File: src/hdl/ptma_pkg.sv
// Package for the sparse polynomial merge-add block.
// Holds term layout constants, command codes, the sequencer state type
// and the merge step result type. No dependencies.
package ptma_pkg;

    localparam int COEF_W = 16;
    localparam int EXP_W  = 16;
    localparam int TERM_W = COEF_W + EXP_W;
    localparam int SUM_W  = COEF_W + 1;

    localparam logic [1:0] CMD_APPEND_FIRST  = 2'd0;
    localparam logic [1:0] CMD_APPEND_SECOND = 2'd1;
    localparam logic [1:0] CMD_MERGE         = 2'd2;

    typedef enum logic [1:0] {
        ST_IDLE,
        ST_READ,
        ST_STEP,
        ST_OUT
    } t_state;

    // Result of one merge step: which lists advance and the emitted term.
    typedef struct packed {
        logic                    take_a;
        logic                    take_b;
        logic signed [SUM_W-1:0] coef;
        logic signed [EXP_W-1:0] expo;
    } t_step;

endpackage

File: src/hdl/polynomial_term_merge_add.sv
// Sparse polynomial addition: two term stores merged by a small sequencer.
// Uses ptma_pkg, ptma_ram for both term stores and ptma_step for the compare and add.
// Sequencing: an append request is done once accepted; a merge goes through a read state, a
// compare/add state and an output state (straight to the output state when both lists are empty),
// then each further term takes a compare/add state and an output state while not stalled.
// Reset (synchronous, active low) returns to idle, empties both lists and clears the overflow flag.
module polynomial_term_merge_add #(
    parameter int TERMS_PER_LIST = 32
) (
    input  logic                                i_clk,
    input  logic                                i_rst_n,
    // Request channel.
    input  logic                                i_valid,
    output logic                                o_stall,
    input  logic [1:0]                          i_command,
    input  logic signed [ptma_pkg::COEF_W-1:0]  i_term_coef,
    input  logic signed [ptma_pkg::EXP_W-1:0]   i_term_exp,
    // Result channel.
    output logic                                o_valid,
    input  logic                                i_stall,
    output logic signed [ptma_pkg::SUM_W-1:0]   o_sum_coef,
    output logic signed [ptma_pkg::EXP_W-1:0]   o_sum_exp,
    output logic                                o_last_term,
    output logic                                o_empty_sum,
    output logic                                o_term_dropped
);
    import ptma_pkg::*;

    localparam int CW = $clog2(TERMS_PER_LIST + 1);
    localparam int IW = (TERMS_PER_LIST > 1) ? $clog2(TERMS_PER_LIST) : 1;
    localparam logic [CW-1:0] FULL = CW'(TERMS_PER_LIST);

    t_state r_state, n_state;

    // Fill counts of the two stores and the read pointers used while merging.
    logic [CW-1:0] r_cnt_a, n_cnt_a;
    logic [CW-1:0] r_cnt_b, n_cnt_b;
    logic [CW-1:0] r_ptr_a, n_ptr_a;
    logic [CW-1:0] r_ptr_b, n_ptr_b;
    logic          r_overflow, n_overflow;

    // Output register; r_final marks the result that ends the merge.
    logic signed [SUM_W-1:0] r_sum_coef, n_sum_coef;
    logic signed [EXP_W-1:0] r_sum_exp, n_sum_exp;
    logic                    r_last, n_last;
    logic                    r_empty, n_empty;
    logic                    r_dropped, n_dropped;
    logic                    r_final, n_final;

    logic            req_take;
    logic            out_take;
    logic            is_merge;
    logic            both_empty;
    logic            we_a;
    logic            we_b;
    logic [TERM_W-1:0] wr_word;
    logic [TERM_W-1:0] rd_word_a;
    logic [TERM_W-1:0] rd_word_b;
    t_step           step;
    logic [CW-1:0]   step_ptr_a;
    logic [CW-1:0]   step_ptr_b;

    assign req_take   = i_valid && !o_stall;
    assign out_take   = o_valid && !i_stall;
    assign is_merge   = req_take && (i_command == CMD_MERGE);
    assign both_empty = (r_cnt_a == '0) && (r_cnt_b == '0);
    assign wr_word    = {i_term_exp, i_term_coef};
    assign we_a = req_take && (i_command == CMD_APPEND_FIRST) && (r_cnt_a < FULL);
    assign we_b = req_take && (i_command == CMD_APPEND_SECOND) && (r_cnt_b < FULL);

    // The read address is the merge pointer; each store is written at its fill count.
    ptma_ram #(.WIDTH(TERM_W), .DEPTH(TERMS_PER_LIST)) u_store_a (
        .i_clk   (i_clk),
        .i_we    (we_a),
        .i_waddr (r_cnt_a[IW-1:0]),
        .i_wdata (wr_word),
        .i_raddr (r_ptr_a[IW-1:0]),
        .o_rdata (rd_word_a)
    );

    ptma_ram #(.WIDTH(TERM_W), .DEPTH(TERMS_PER_LIST)) u_store_b (
        .i_clk   (i_clk),
        .i_we    (we_b),
        .i_waddr (r_cnt_b[IW-1:0]),
        .i_wdata (wr_word),
        .i_raddr (r_ptr_b[IW-1:0]),
        .o_rdata (rd_word_b)
    );

    ptma_step u_step (
        .i_word_a (rd_word_a),
        .i_word_b (rd_word_b),
        .i_has_a  (r_ptr_a < r_cnt_a),
        .i_has_b  (r_ptr_b < r_cnt_b),
        .o_step   (step)
    );

    assign step_ptr_a = r_ptr_a + CW'(step.take_a);
    assign step_ptr_b = r_ptr_b + CW'(step.take_b);

    // Next state. The pointers stay put in the output state, so the RAM read
    // issued there already holds the next head terms when the result leaves.
    always_comb begin
        n_state = r_state;
        case (r_state)
            ST_IDLE: begin
                if (is_merge) begin
                    n_state = both_empty ? ST_OUT : ST_READ;
                end
            end
            ST_READ: n_state = ST_STEP;
            ST_STEP: n_state = ST_OUT;
            ST_OUT: begin
                if (out_take) begin
                    n_state = r_final ? ST_IDLE : ST_STEP;
                end
            end
            default: n_state = ST_IDLE;
        endcase
    end

    // Handshake outputs follow the state only.
    always_comb begin
        o_stall = (r_state != ST_IDLE);
        o_valid = (r_state == ST_OUT);
    end

    // Datapath next values.
    always_comb begin
        n_cnt_a    = r_cnt_a;
        n_cnt_b    = r_cnt_b;
        n_ptr_a    = r_ptr_a;
        n_ptr_b    = r_ptr_b;
        n_overflow = r_overflow;
        n_sum_coef = r_sum_coef;
        n_sum_exp  = r_sum_exp;
        n_last     = r_last;
        n_empty    = r_empty;
        n_dropped  = r_dropped;
        n_final    = r_final;
        case (r_state)
            ST_IDLE: begin
                if (req_take) begin
                    case (i_command)
                        CMD_APPEND_FIRST: begin
                            if (we_a) begin
                                n_cnt_a = r_cnt_a + CW'(1);
                            end else begin
                                n_overflow = 1'b1;
                            end
                        end
                        CMD_APPEND_SECOND: begin
                            if (we_b) begin
                                n_cnt_b = r_cnt_b + CW'(1);
                            end else begin
                                n_overflow = 1'b1;
                            end
                        end
                        CMD_MERGE: begin
                            n_ptr_a   = '0;
                            n_ptr_b   = '0;
                            n_dropped = r_overflow;
                            // Two empty lists give a single flagged result.
                            n_sum_coef = '0;
                            n_sum_exp  = '0;
                            n_last     = 1'b0;
                            n_empty    = both_empty;
                            n_final    = both_empty;
                        end
                        default: ;
                    endcase
                end
            end
            ST_STEP: begin
                n_sum_coef = step.coef;
                n_sum_exp  = step.expo;
                n_ptr_a    = step_ptr_a;
                n_ptr_b    = step_ptr_b;
                n_empty    = 1'b0;
                n_last     = (step_ptr_a >= r_cnt_a) && (step_ptr_b >= r_cnt_b);
                n_final    = n_last;
            end
            ST_OUT: begin
                // Both stores are emptied once the closing result is taken.
                if (out_take && r_final) begin
                    n_cnt_a    = '0;
                    n_cnt_b    = '0;
                    n_overflow = 1'b0;
                end
            end
            default: ;
        endcase
    end

    always_ff @(posedge i_clk) begin
        if (!i_rst_n) begin
            r_state    <= ST_IDLE;
            r_cnt_a    <= '0;
            r_cnt_b    <= '0;
            r_overflow <= 1'b0;
            r_final    <= 1'b0;
        end else begin
            r_state    <= n_state;
            r_cnt_a    <= n_cnt_a;
            r_cnt_b    <= n_cnt_b;
            r_overflow <= n_overflow;
            r_final    <= n_final;
        end
    end

    always_ff @(posedge i_clk) begin
        r_ptr_a    <= n_ptr_a;
        r_ptr_b    <= n_ptr_b;
        r_sum_coef <= n_sum_coef;
        r_sum_exp  <= n_sum_exp;
        r_last     <= n_last;
        r_empty    <= n_empty;
        r_dropped  <= n_dropped;
    end

    assign o_sum_coef     = r_sum_coef;
    assign o_sum_exp      = r_sum_exp;
    assign o_last_term    = r_last;
    assign o_empty_sum    = r_empty;
    assign o_term_dropped = r_dropped;

endmodule

File: src/hdl/ptma_ram.sv
// Generic single-write, single-read RAM with a registered read port.
// Used for both term stores; no package dependency.
module ptma_ram #(
    parameter int WIDTH = 32,
    parameter int DEPTH = 32
) (
    input  logic                                  i_clk,
    input  logic                                  i_we,
    input  logic [(DEPTH > 1 ? $clog2(DEPTH) : 1)-1:0] i_waddr,
    input  logic [WIDTH-1:0]                      i_wdata,
    input  logic [(DEPTH > 1 ? $clog2(DEPTH) : 1)-1:0] i_raddr,
    output logic [WIDTH-1:0]                      o_rdata
);

    logic [WIDTH-1:0] r_mem [DEPTH];
    logic [WIDTH-1:0] r_rdata;

    always_ff @(posedge i_clk) begin
        if (i_we) begin
            r_mem[i_waddr] <= i_wdata;
        end
        r_rdata <= r_mem[i_raddr];
    end

    assign o_rdata = r_rdata;

endmodule

File: src/hdl/ptma_step.sv
// Combinational compare and add unit for one merge step.
// Compares the head exponents of both lists and forms the emitted term.
// Depends on ptma_pkg.
module ptma_step (
    input  logic [ptma_pkg::TERM_W-1:0] i_word_a,
    input  logic [ptma_pkg::TERM_W-1:0] i_word_b,
    input  logic                        i_has_a,
    input  logic                        i_has_b,
    output ptma_pkg::t_step             o_step
);
    import ptma_pkg::*;

    logic signed [COEF_W-1:0] coef_a;
    logic signed [COEF_W-1:0] coef_b;
    logic signed [EXP_W-1:0]  exp_a;
    logic signed [EXP_W-1:0]  exp_b;

    assign coef_a = $signed(i_word_a[COEF_W-1:0]);
    assign coef_b = $signed(i_word_b[COEF_W-1:0]);
    assign exp_a  = $signed(i_word_a[TERM_W-1:COEF_W]);
    assign exp_b  = $signed(i_word_b[TERM_W-1:COEF_W]);

    always_comb begin
        o_step = '0;
        if (i_has_a && i_has_b) begin
            if (exp_a > exp_b) begin
                o_step.take_a = 1'b1;
                o_step.coef   = SUM_W'(coef_a);
                o_step.expo   = exp_a;
            end else if (exp_a == exp_b) begin
                o_step.take_a = 1'b1;
                o_step.take_b = 1'b1;
                o_step.coef   = SUM_W'(coef_a) + SUM_W'(coef_b);
                o_step.expo   = exp_a;
            end else begin
                o_step.take_b = 1'b1;
                o_step.coef   = SUM_W'(coef_b);
                o_step.expo   = exp_b;
            end
        end else if (i_has_a) begin
            o_step.take_a = 1'b1;
            o_step.coef   = SUM_W'(coef_a);
            o_step.expo   = exp_a;
        end else begin
            o_step.take_b = 1'b1;
            o_step.coef   = SUM_W'(coef_b);
            o_step.expo   = exp_b;
        end
    end

endmodule
File: config.mk
export PLATFORM = sky130hd
export DESIGN_NAME = polynomial_term_merge_add
export DESIGN_NICKNAME = d
export VERILOG_FILES = /design/src/hdl/ptma_pkg.sv /design/src/hdl/polynomial_term_merge_add.sv /design/src/hdl/ptma_ram.sv /design/src/hdl/ptma_step.sv
export SDC_FILE = /design/constraint.sdc
export NUM_CORES = 2
export LEC_CHECK = 0
export ABC_AREA = 1
export BUFFER_PORTS_ARGS = -buffer_cell sky130_fd_sc_hd__buf_2
export CORE_MARGIN = 3
export CORE_UTILIZATION = 55
export CTS_CLUSTER_DIAMETER = 30
export CTS_CLUSTER_SIZE = 28
export DETAILED_ROUTE_END_ITERATION = 7
export PLACE_DENSITY = 0.74
export SYNTH_ARGS = -nofsm -noshare
export SYNTH_HDL_FRONTEND = slang
export SYNTH_SLANG_ARGS = --single-unit
File: constraint.sdc
create_clock -name i_clk -period 4.9 [get_ports i_clk]
set_input_delay 0.98 -clock i_clk [delete_from_list [all_inputs] [get_ports i_clk]]
set_output_delay 0.98 -clock i_clk [all_outputs]
set_load 0.05 [all_outputs]
==> impl_results.md <==
* Status: finished clean
* DIE AREA at 163000 um2
* Post-synthesis instance total at 6726
* Mean Syn Cell Area at 12.9 um2
* Register Area at 64500 um2
* Final Routed Wirelength at 244 mm
* CTS Buf Count at 386
* Yosys cell types at 55
* Worst-path clk slew at 0.05 ns
* R2R cell count at 26
* Fin crit share at 0.796
* Drt pass-1 iters at 6
* Final setup vio count at 0
* I/O pin total at 76
* Gates resized, CTS repair at 0
* Top post-synthesis cells by count: 2096 x edfxtp_1, 1403 x nor2_1, 1096 x o21ai_0
* Sequential fraction of the synthesis area at 0.742
* Slew headroom at 0.138
* Warnings from Yosys at 0
* Clock skew at 0.0667 ns
* Area growth from synthesis to layout at 18.6%
* Complex-gate fraction of the synthesized area at 0.129
* Final TNS setup at 0 ns
* Syn nets at 6835
* Slew Limit Fails at 0
* TritonCTS clock tree: yes
* WL/cell at 26.4 um
* Post-Syn Area at 87000 um2
* Hold Fails Final Rpt at 0
* Antenna Nets Post-Route at 0
* Die Width at 404 um
* Footprint of the multi-input gates at 20400 um2
* Setup crit start kind: flip-flop
* DR iter-0 viols at 9138
* PortBufs at 75
* Max-cap viol count at 0
* Tmin final at 3.90 ns
* Vias per cell at 6.46
* Maximum vdd drop at 0.694 mV
* Top area cells in the synthesized netlist: edfxtp_1 72%, o21ai_0 6.3%, nor2_1 6.1%
* Root buf cell: clkbuf_16
* Main combinational cell family by area after synthesis: compound AO/OA/AOI/OAI gates
* CP max FO at 11
* FF-to-FF setup slack at 1.00 ns
* Hold Crit Depth at 3
* Main flop type after synthesis: edfxtp_1
* Gpl congestion at 0.901
* Rows at 145
* Fmax at 0.256 GHz
* Critical Path Sink Type: flip-flop
* Maximum clock path buffer count at 4
* Cts hold-fix bufs at 0
* Ratio of cells with drive above 1 in the final layout at 0.138
* Post-synthesis mux area share at 0
* Post-DP HPWL at 124 mm
* Most common cell in the netlist: edfxtp_1
* Skew-Pair Late Insertion Delay at 0.96 ns
* Hold Crit Class: input pin to flip-flop
* Worst Path Arrival at 4.72 ns
* Worst path required time at 5.72 ns
* Yosys top cell area share at 0.724
* DRC at 0
* Setup repair bufs after CTS at 0
* Clock sinks at 2176
* Synth Register Bits at 2176
* Final #Nets at 6984
* Setup CP Type: flip-flop to flip-flop
* Area leader, netlist: edfxtp_1
* Adder-cell share of the synthesized area at 0.0103
* P_leak at 34.4 nW
* Slew @ Worst Pin at 1.29 ns
* H-tree levels at 5
* First-pass GRT wire length at 363 mm
* RSZ-0062 raised after global routing: no
* Vias in the first global route at 58726
* Tot GR Track Use at 0.295
* Via count at 59692
* Die height at 404 um
* Synth async-reset ratio at 0
* Simple-Gate Fraction of Synth Area at 0.0883
* Pwr dens at 568 nW/um2
* Fillcell total at 10468
* Post-synth EDFFs at 2096
* Core footprint at 157000 um2
* Total global routing overflow at 0
* Final Util at 0.658
* Largest net degree at the start of global routing at 210
* Antenna violations before repair at 11
* Initial core utilization at 0.555
* Post-Synth XOR/XNOR Area at 0.000705
==> power breakdown <==
| part | total [mW] | internal [mW] | switching, mW |
|---|---|---|---|
| Clock | 27.0 | 17.7 | 9.29 |
| Combinational | 10.1 | 2.80 | 7.33 |
| Sequential | 21.5 | 21.0 | 0.505 |
| Total | 58.6 | 41.5 | 17.1 |
==> worst max-delay path, cell delays in order (launching register included) <==
cell and delay [ns]:
dfxtp_1 0.34, inv_1 0.07, ha_1 0.28, nand2_1 0.11, inv_1 0.06, nand2_1 0.07
nand2_1 0.10, nand2_1 0.07, nand2_1 0.04, nor2_1 0.19, nand2_4 0.11, nand2_4 0.21
o21ai_0 0.12, nand2_1 0.10, ha_1 0.23, ha_1 0.20, nand2_1 0.05, inv_1 0.11
nand2_1 0.07, xor2_1 0.21, inv_1 0.07, ha_1 0.28, nand2_1 0.06, o221a_2 0.28
o21ai_0 0.09, nand3_1 0.12, a31oi_1 0.14
==> path summary, 6_finish.rpt <==
| check | startpoint | end |
|---|---|---|
| worst min register to register | r_overflow$_SDFFE_PN0P_ | o_term_dropped$_DFFE_PP_ |
| worst max-delay path | u_store_b.o_rdata[26]$_DFF_P_ | r_final$_SDFFE_PN0P_ |
| worst min-delay path | i_rst_n | r_state[0]$_SDFFE_PN0P_ |
| worst max register to register | u_store_b.o_rdata[26]$_DFF_P_ | r_final$_SDFFE_PN0P_ |
==> final cells by class <==
cell class / instances / share of cell area
antenna: 2 / 0.0000485
clock inverter: 277 / 0.0326
multi-input combinational: 3946 / 0.197
timing repair buffer: 223 / 0.0182
inverter: 142 / 0.00565
tap: 2058 / 0.0250
clock buffer: 414 / 0.0955
sequential: 2176 / 0.626
==> cells by family (layout without fill, tap and decap cells) <==
kind of cell,Yosys count,count (layout)
compound gates,1922,1922
xor+xnor,7,7
fa+ha+maj,71,71
buf+inv,604,1056
flops,2176,2176
other cells,0,2
simple gates,1946,1946
==> cells in the final DEF (no fill, tap or decap), types with 32 or more instances in the layout <==
| master | Yosys | layout |
|---|---|---|
| a21oi_1 | 75 | 75 |
| a31oi_1 | 48 | 48 |
| buf_2 | 103 | 75 |
| buf_4 | 22 | 117 |
| bufinv_16 | 0 | 58 |
| clkbuf_16 | 0 | 388 |
| clkinv_1 | 0 | 37 |
| clkinv_2 | 0 | 41 |
| clkinv_4 | 0 | 32 |
| clkinvlp_4 | 0 | 60 |
| dfxtp_1 | 80 | 80 |
| edfxtp_1 | 2096 | 2096 |
| ha_1 | 70 | 70 |
| inv_1 | 134 | 130 |
| inv_6 | 0 | 36 |
| nand2_1 | 349 | 349 |
| nand3_1 | 123 | 123 |
| nor2_1 | 1403 | 1339 |
| nor2_4 | 2 | 66 |
| o21ai_0 | 1096 | 1095 |
| o21ai_1 | 78 | 78 |
| o221ai_1 | 180 | 180 |
| o22ai_1 | 333 | 333 |
| o32ai_1 | 54 | 54 |
==> sequential cells by signal, indices dropped and copies added, names as in the netlist <==
signal / count
u_store_a.r_mem: 1024
u_store_b.r_mem: 1024
u_store_a.o_rdata: 32
u_store_b.o_rdata: 32
o_sum_coef: 17
o_sum_exp: 16
r_cnt_a: 6
r_cnt_b: 6
r_ptr_a: 6
r_ptr_b: 6
r_state: 2
o_empty_sum: 1
o_last_term: 1
o_term_dropped: 1
r_final: 1
r_overflow: 1
==> routing by layer <==
metal / GRT usage / part of all wire
met2: 0.456 / 0.46
met3: 0.0603 / 0.12
met4: 0.136 / 0.045
met5: 0 / 0.00014
met1: 0.408 / 0.38
==> metrics by stage <==
step | area (um2) | total power [mW] | hold WS (ns) | std cells | setup slack [ns]
5_1_grt | 103000 | 60.5 | 0.366 | 9236 | 0.680
3_3_place_gp | 90000 | 31.3 | 0.418 | 8545 | 1.07
6_report | 103000 | 58.6 | 0.371 | 9238 | 1.00
2_1_floorplan | 87000 | 28.5 | 0.409 | 6726 | 0.171
3_5_place_dp | 90000 | 31.6 | 0.430 | 8545 | 1.11
4_1_cts | 103000 | 58.5 | 0.323 | 9236 | 1.03
Note: power is estimated with default switching activity, not from simulation.
